File: src/rtl/core/upsw_pkg.sv
// Shared types and constants for the up/down stopwatch counter.
package upsw_pkg;

    localparam int unsigned MS_PER_SEC   = 1000;
    localparam int unsigned SEC_PER_MIN  = 60;
    localparam int unsigned MIN_PER_HOUR = 60;
    localparam int unsigned HOUR_WRAP    = 99;
    localparam int unsigned STEP_MAX     = 999;

    localparam int unsigned HOUR_W   = 7;
    localparam int unsigned MIN_W    = 6;
    localparam int unsigned SEC_W    = 6;
    localparam int unsigned MS_W     = 10;
    localparam int unsigned BLINK_W  = 8;
    localparam int unsigned CFG_IDX_W  = 2;
    localparam int unsigned CFG_DATA_W = 10;

    // Register indexes on the configuration port
    localparam logic [CFG_IDX_W-1:0] REG_TICK_STEP       = 2'd0;
    localparam logic [CFG_IDX_W-1:0] REG_BLINK_RELOAD    = 2'd1;
    localparam logic [CFG_IDX_W-1:0] REG_BLINK_THRESHOLD = 2'd2;

    localparam logic [MS_W-1:0]    STEP_RESET      = 10'd150;
    localparam logic [BLINK_W-1:0] RELOAD_RESET    = 8'd15;
    localparam logic [BLINK_W-1:0] THRESHOLD_RESET = 8'd2;

    localparam int unsigned S_TDATA_W = 8;
    localparam int unsigned M_TDATA_W = 32;

    typedef struct packed {
        logic [HOUR_W-1:0] hours;
        logic [MIN_W-1:0]  minutes;
        logic [SEC_W-1:0]  seconds;
        logic [MS_W-1:0]   millis;
    } time_t;

    typedef struct packed {
        logic bump_hours;
        logic bump_minutes;
        logic bump_seconds;
        logic count_down;
        logic count_up;
        logic clear_time;
    } tick_flags_t;

endpackage

File: src/rtl/core/upsw_time_calc.sv
// Next-state logic for one tick: blink counter and carry/borrow time update.
module upsw_time_calc
    import upsw_pkg::*;
(
    input  time_t                cur_time,
    input  logic [BLINK_W-1:0]   cur_blink,
    input  tick_flags_t          flags,
    input  logic [MS_W-1:0]      step_ms,
    input  logic [BLINK_W-1:0]   blink_reload,
    input  logic [BLINK_W-1:0]   blink_threshold,
    output time_t                next_time,
    output logic [BLINK_W-1:0]   next_blink,
    output logic                 visible,
    output logic                 timeout
);

    localparam logic [HOUR_W-1:0] HOUR_LAST = HOUR_W'(HOUR_WRAP - 1);
    localparam logic [MIN_W-1:0]  MIN_LAST  = MIN_W'(MIN_PER_HOUR - 1);
    localparam logic [SEC_W-1:0]  SEC_LAST  = SEC_W'(SEC_PER_MIN - 1);
    localparam logic [MS_W:0]     MS_WRAP   = (MS_W+1)'(MS_PER_SEC);

    function automatic time_t add_hour(time_t t);
        time_t r;
        r = t;
        if (t.hours >= HOUR_LAST) r.hours = '0;
        else                      r.hours = t.hours + 1'b1;
        return r;
    endfunction

    function automatic time_t add_minute(time_t t);
        time_t r;
        r = t;
        if (t.minutes >= MIN_LAST) begin
            r.minutes = '0;
            r = add_hour(r);
        end else begin
            r.minutes = t.minutes + 1'b1;
        end
        return r;
    endfunction

    function automatic time_t add_second(time_t t);
        time_t r;
        r = t;
        if (t.seconds >= SEC_LAST) begin
            r.seconds = '0;
            r = add_minute(r);
        end else begin
            r.seconds = t.seconds + 1'b1;
        end
        return r;
    endfunction

    logic [MS_W:0] ms_sum;
    time_t         t;

    // blink counter runs on every tick regardless of flags
    always_comb begin
        if (cur_blink != '0) next_blink = cur_blink - 1'b1;
        else                 next_blink = blink_reload;
        visible = (next_blink > blink_threshold);
    end

    always_comb begin
        t       = cur_time;
        timeout = 1'b0;
        ms_sum  = '0;

        if (flags.clear_time) t = '0;

        if (flags.count_up) begin
            ms_sum = {1'b0, t.millis} + {1'b0, step_ms};
            if (ms_sum >= MS_WRAP) begin
                t.millis = MS_W'(ms_sum - MS_WRAP);
                t = add_second(t);
            end else begin
                t.millis = ms_sum[MS_W-1:0];
            end
        end

        if (flags.count_down) begin
            if (t.millis < step_ms) begin
                t.millis = MS_W'(MS_WRAP + {1'b0, t.millis} - {1'b0, step_ms});
                if (t.seconds != '0) begin
                    t.seconds = t.seconds - 1'b1;
                end else begin
                    t.seconds = SEC_LAST;
                    if (t.minutes != '0) begin
                        t.minutes = t.minutes - 1'b1;
                    end else begin
                        t.minutes = MIN_LAST;
                        if (t.hours != '0) begin
                            t.hours = t.hours - 1'b1;
                        end else begin
                            // underflow past zero: clear and flag
                            t       = '0;
                            timeout = 1'b1;
                        end
                    end
                end
            end else begin
                t.millis = t.millis - step_ms;
            end
        end

        if (flags.bump_seconds) t = add_second(t);
        if (flags.bump_minutes) t = add_minute(t);
        if (flags.bump_hours)   t = add_hour(t);

        next_time = t;
    end

endmodule

File: src/rtl/core/up_down_stopwatch_counter_unit.sv
// Up/down stopwatch counter: top level with stream ports and configuration.
// Path: a tick transaction goes through the input register, then through the
//   time/blink update into the result register, which holds it while m_ stalls.
// Throughput: one tick per cycle while m_ is not stalled; the counter state is updated
//   once per accepted tick, so ticks may arrive back to back.
// Reset (aresetn low, synchronous): time and blink counter clear, both stages empty,
//   registers return to step 150 ms, blink reload 15, blink threshold 2.
module up_down_stopwatch_counter_unit
    import upsw_pkg::*;
(
    input  logic                    aclk,
    input  logic                    aresetn,

    // configuration write port
    input  logic                    cfg_we,
    input  logic [CFG_IDX_W-1:0]    cfg_index,
    input  logic [CFG_DATA_W-1:0]   cfg_wdata,

    // tick input
    input  logic                    s_tvalid,
    output logic                    s_tready,
    // [0] clear_time, [1] count_up, [2] count_down, [3] bump_seconds,
    // [4] bump_minutes, [5] bump_hours, [7:6] zero
    input  logic [S_TDATA_W-1:0]    s_tdata,

    // result output
    output logic                    m_tvalid,
    input  logic                    m_tready,
    // [6:0] hours_now, [12:7] minutes_now, [18:13] seconds_now,
    // [28:19] millis_now, [29] digit_visible, [30] timeout_pulse, [31] zero
    output logic [M_TDATA_W-1:0]    m_tdata
);

    // ---------------------------------------------------------------
    // Configuration registers. The step is clamped to 999 on write so
    // one carry or borrow always covers a count tick.
    // ---------------------------------------------------------------
    logic [MS_W-1:0]    step_reg;
    logic [BLINK_W-1:0] reload_reg;
    logic [BLINK_W-1:0] threshold_reg;

    always_ff @(posedge aclk) begin
        if (!aresetn) begin
            step_reg      <= STEP_RESET;
            reload_reg    <= RELOAD_RESET;
            threshold_reg <= THRESHOLD_RESET;
        end else if (cfg_we) begin
            case (cfg_index)
                REG_TICK_STEP: begin
                    step_reg <= (cfg_wdata > MS_W'(STEP_MAX)) ? MS_W'(STEP_MAX)
                                                              : cfg_wdata;
                end
                REG_BLINK_RELOAD:    reload_reg    <= cfg_wdata[BLINK_W-1:0];
                REG_BLINK_THRESHOLD: threshold_reg <= cfg_wdata[BLINK_W-1:0];
                default: ;  // unused index: write dropped
            endcase
        end
    end

    // ---------------------------------------------------------------
    // Handshake: input stage advances into the result register when
    // the result register is empty or being drained this cycle.
    // ---------------------------------------------------------------
    logic        in_valid_reg;
    tick_flags_t in_flags_reg;
    logic        out_valid_reg;
    logic        advance;

    assign advance  = in_valid_reg && (!out_valid_reg || m_tready);
    assign s_tready = !in_valid_reg || advance;

    always_ff @(posedge aclk) begin
        if (!aresetn) begin
            in_valid_reg <= 1'b0;
        end else if (s_tready) begin
            in_valid_reg <= s_tvalid;
        end
    end

    always_ff @(posedge aclk) begin
        if (s_tready && s_tvalid) begin
            in_flags_reg <= tick_flags_t'(s_tdata[5:0]);
        end
    end

    // ---------------------------------------------------------------
    // Counter state and next-state logic
    // ---------------------------------------------------------------
    time_t              time_reg;
    logic [BLINK_W-1:0] blink_reg;
    time_t              time_next;
    logic [BLINK_W-1:0] blink_next;
    logic               visible_next;
    logic               timeout_next;

    upsw_time_calc u_calc (
        .cur_time        (time_reg),
        .cur_blink       (blink_reg),
        .flags           (in_flags_reg),
        .step_ms         (step_reg),
        .blink_reload    (reload_reg),
        .blink_threshold (threshold_reg),
        .next_time       (time_next),
        .next_blink      (blink_next),
        .visible         (visible_next),
        .timeout         (timeout_next)
    );

    always_ff @(posedge aclk) begin
        if (!aresetn) begin
            time_reg  <= '0;
            blink_reg <= '0;
        end else if (advance) begin
            time_reg  <= time_next;
            blink_reg <= blink_next;
        end
    end

    // ---------------------------------------------------------------
    // Result register
    // ---------------------------------------------------------------
    time_t res_time_reg;
    logic  res_visible_reg;
    logic  res_timeout_reg;

    always_ff @(posedge aclk) begin
        if (!aresetn) begin
            out_valid_reg <= 1'b0;
        end else if (advance) begin
            out_valid_reg <= 1'b1;
        end else if (m_tready) begin
            out_valid_reg <= 1'b0;
        end
    end

    always_ff @(posedge aclk) begin
        if (advance) begin
            res_time_reg    <= time_next;
            res_visible_reg <= visible_next;
            res_timeout_reg <= timeout_next;
        end
    end

    assign m_tvalid = out_valid_reg;
    assign m_tdata  = {1'b0, res_timeout_reg, res_visible_reg,
                       res_time_reg.millis, res_time_reg.seconds,
                       res_time_reg.minutes, res_time_reg.hours};

endmodule

File: config.mk
export PLATFORM = sky130hd
export DESIGN_NAME = up_down_stopwatch_counter_unit
export DESIGN_NICKNAME = d
export VERILOG_FILES = /design/src/rtl/core/upsw_pkg.sv /design/src/rtl/core/upsw_time_calc.sv /design/src/rtl/core/up_down_stopwatch_counter_unit.sv
export SDC_FILE = /design/constraint.sdc
export NUM_CORES = 1
export LEC_CHECK = 0
export BUFFER_PORTS_ARGS = -buffer_cell sky130_fd_sc_hd__buf_4
export CORE_MARGIN = 3
export CORE_UTILIZATION = 40
export CTS_CLUSTER_SIZE = 25
export DETAILED_ROUTE_END_ITERATION = 8
export MAX_ROUTING_LAYER = met4
export PLACE_DENSITY = 0.61
export SLEW_MARGIN = 0
export SYNTH_ARGS = -nofsm -noshare
export SYNTH_HDL_FRONTEND = slang
export SYNTH_SLANG_ARGS = --single-unit
File: constraint.sdc
create_clock -name aclk -period 13.2 [get_ports aclk]
set_input_delay 0.66 -clock aclk [delete_from_list [all_inputs] [get_ports aclk]]
set_output_delay 0.66 -clock aclk [all_outputs]
set_load 0.005 [all_outputs]
==> results.md <==
- Maxcap violations: 0
- Pre-CTS setup slack: between 1500 and 2000 ps
- Overall Global Routing Usage: a little over a fifth
- Async SR Flop Fraction: 0%
- Clk Latency, worst-skew pair: approximately 360 ps
- EDFF count, synth: 37
- Hold WC Path Type: reg -> reg
- Crit. End Element: flip-flop
- Area delta synth->final: 10.1%
- Status: finished, final reports clean
- Cell taking the most area after synthesis: dfxtp_1
- Die Wd: between 150 and 200 um
- CTS Buf Count: 9
- Pleak: 4.28 nW
- Final setup vio count: 0
- Clock buffer depth: 2
- Met2 wire length: approximately 13 mm
- Drt total wl: 28.1 mm
- Clk pin slew, worst setup/hold paths: approximately 80 ps
- Levels on crit path: 43
- Met1 wire length: roughly 13 mm
- Die height: ~160 um
- Non-Filler Instances: 1570
- Pwr Density: around 94 nW/um^2
- Critical Path Fanout Max: 16
- Post-CTS sizing: 0
- Largest cells by area after synthesis: dfxtp_1 13%, edfxtp_1 11%, ha_1 7.9%, nand2_1 5.0%, a21oi_1 4.0%
- Final nets: between 1k and 1.5k
- Warnings from Yosys: 0
- Post-route setup slack: about 1500 ps
- Core ar.: between 20000 and 25000 um^2
- Required @ worst endpoint: 13360 ps
- Reg2reg setup slack: between 1500 and 2000 ps
- Routed len/inst: approximately 18 um
- Starting Density: 41.0%
- H-tree Lvls: 3
- Synthesized area: roughly 9700 um^2
- ANT cells: 0
- RSZ-0062 raised after global routing: false
- Critical Path AT: roughly 12000 ps
- Synth Net Count: roughly 1.3k
- Post-layout minimum cycle time: between 10000 and 15000 ps
- Hold Path Depth: 2
- Placed insts: about 1.6k
- Post-CTS Setup Inserts: 0
- Final period util: about nine tenths
- Bufs and invs on worst path: 5
- DR top layer: met4
- Register area share after synthesis: around a quarter
- Die area: approximately 26000 um^2
- Top-area cell type share of the netlist area: a little over an eighth
- Share of cells above drive strength 1: approximately an eighth
- Initial antenna violation count: 1
- Slew of the pin with the lowest slew margin: 1010 ps
- Fin. Hold Viols: 0
- Final instance area: ~11000 um^2
- DRC marker count from the first detailed-route iteration: 788
- Most frequent cells in the layout: 128 x nand2_1, 104 x nor2_1, 78 x a21oi_1
- #FFs+latches synth: 102
- Fin util: roughly 45%
- IO Port Bufs: 55
- Pin count of the biggest net entering global routing: 67
- Worst R2R Path Depth: 43
- Worst rel slew slack: between 30% and 40%
- First-pass GRT wire length: roughly 45 mm
- Sum of negative setup slack: 0 ps
- Setup CP Type: reg -> reg
- Peak VDD IR: between 0.06 and 0.07 mV
- Skew final: ~11 ps
- CTS Hold Buffers Added: 0
- Max Freq: approximately 86 MHz
- Placed cell areas: 10300 um^2
- Vias post-DR: between 9k and 10k
- Vias in the first global route: 8849
- Detailed Place HPWL: about 21 mm
- Critical Path Most Common Cell: ha_1
- CTS tree: yes
- Most common cell after layout, fill and taps aside: nand2_1
- Syn Area/Cell: 7.93 um^2
- Post-Synthesis Cells: between 1k and 1.5k
- Netlist cell types: roughly 110
- Post-route ant nets: 0
- Max Slew Vio Count: 0
- I/O pins: 59
- Top FF cell, synth: dfxtp_1
- Placer Congestion: roughly 0.94
- Startpoint Class: flip-flop
- Remaining Overflow, GRT: 0
- Core Rows: 56
- Pre-antenna DRT Iters: 6
- Residual DRC: 0
- Sink Count: slightly above 100
- Crit path max-delay family: compound AO/OA/AOI/OAI gates
- Slowest CP cell: edfxtp_1
- Max stage delay on crit path: approximately 740 ps
- DR vias/cell: 5.90
- CTS Root Cell: clkbuf_16
- Met3 wire len: between 1.5 and 2 mm
## through the flow
stage / hold WS, ps / total power, mW
after floorplan: 439 / 0.622
after global placement: 449 / 0.713
after detailed placement: 456 / 0.717
after CTS: 464 / 1.00
after global routing: 464 / 1.06
final: 465 / 0.998
## layer usage
metal  vias up  track usage, %
met5         -               -
met4         0            5.01
met3        43            3.08
met2       289            34.6
met1      4407            29.8
li1       4517               -
## cell usage after synthesis, drive strengths merged, types with 34 or more instances
| cell type | count |
|---|---|
| a21boi | 34 |
| a21oi | 81 |
| dfxtp | 65 |
| edfxtp | 37 |
| ha | 61 |
| inv | 71 |
| nand2 | 128 |
| nand3 | 44 |
| nor2 | 105 |
| nor2b | 42 |
| o21ai | 69 |
| xnor2 | 36 |
## final cells by class
type / instances / area, um^2
tap: 319 / 399
inverter: 71 / 267
sequential: 102 / 2410
timing repair buffer: 68 / 510
multi-input combinational: 994 / 6760
fill: 2430 / 13000
clock buffer: 9 / 225
clock inverter: 7 / 85.1
## power by group
| part | internal (mW) | total (mW) | switching (mW) | leakage [nW] |
|---|---|---|---|---|
| logic | 0.139 | 0.348 | 0.209 | 3.25 |
| clock network | 0.137 | 0.284 | 0.147 | 0.147 |
| registers | 0.351 | 0.367 | 0.0160 | 0.883 |
| total | 0.627 | 0.998 | 0.372 | 4.28 |
## final timing paths
check	startpoint	to
worst max-delay path	in_flags_reg[0]	m_tdata[5]
worst min-delay path	time_reg[3]	time_reg[3]
worst max register to register	in_flags_reg[0]	m_tdata[5]
worst min register to register	time_reg[3]	time_reg[3]
## kinds of logic after synthesis
logic type,after synthesis,share of synthesized area [%]
simple gates,486,26.2
fa+ha+maj,69,9.36
compound gates,357,26.2
buf+inv,125,5.30
flops,102,24.9
xor+xnor,46,4.24
mux,35,3.74
other cells,1,0.0387
## worst min-delay path, delay by kind of cell, from the launching register on
kind / cells / cell delay [ps]
AOI/OAI and AO/OA: 1 / 70
DFF: 1 / 310
and+or+nand+nor: 1 / 40
Note: power is estimated with default switching activity, not from simulation.
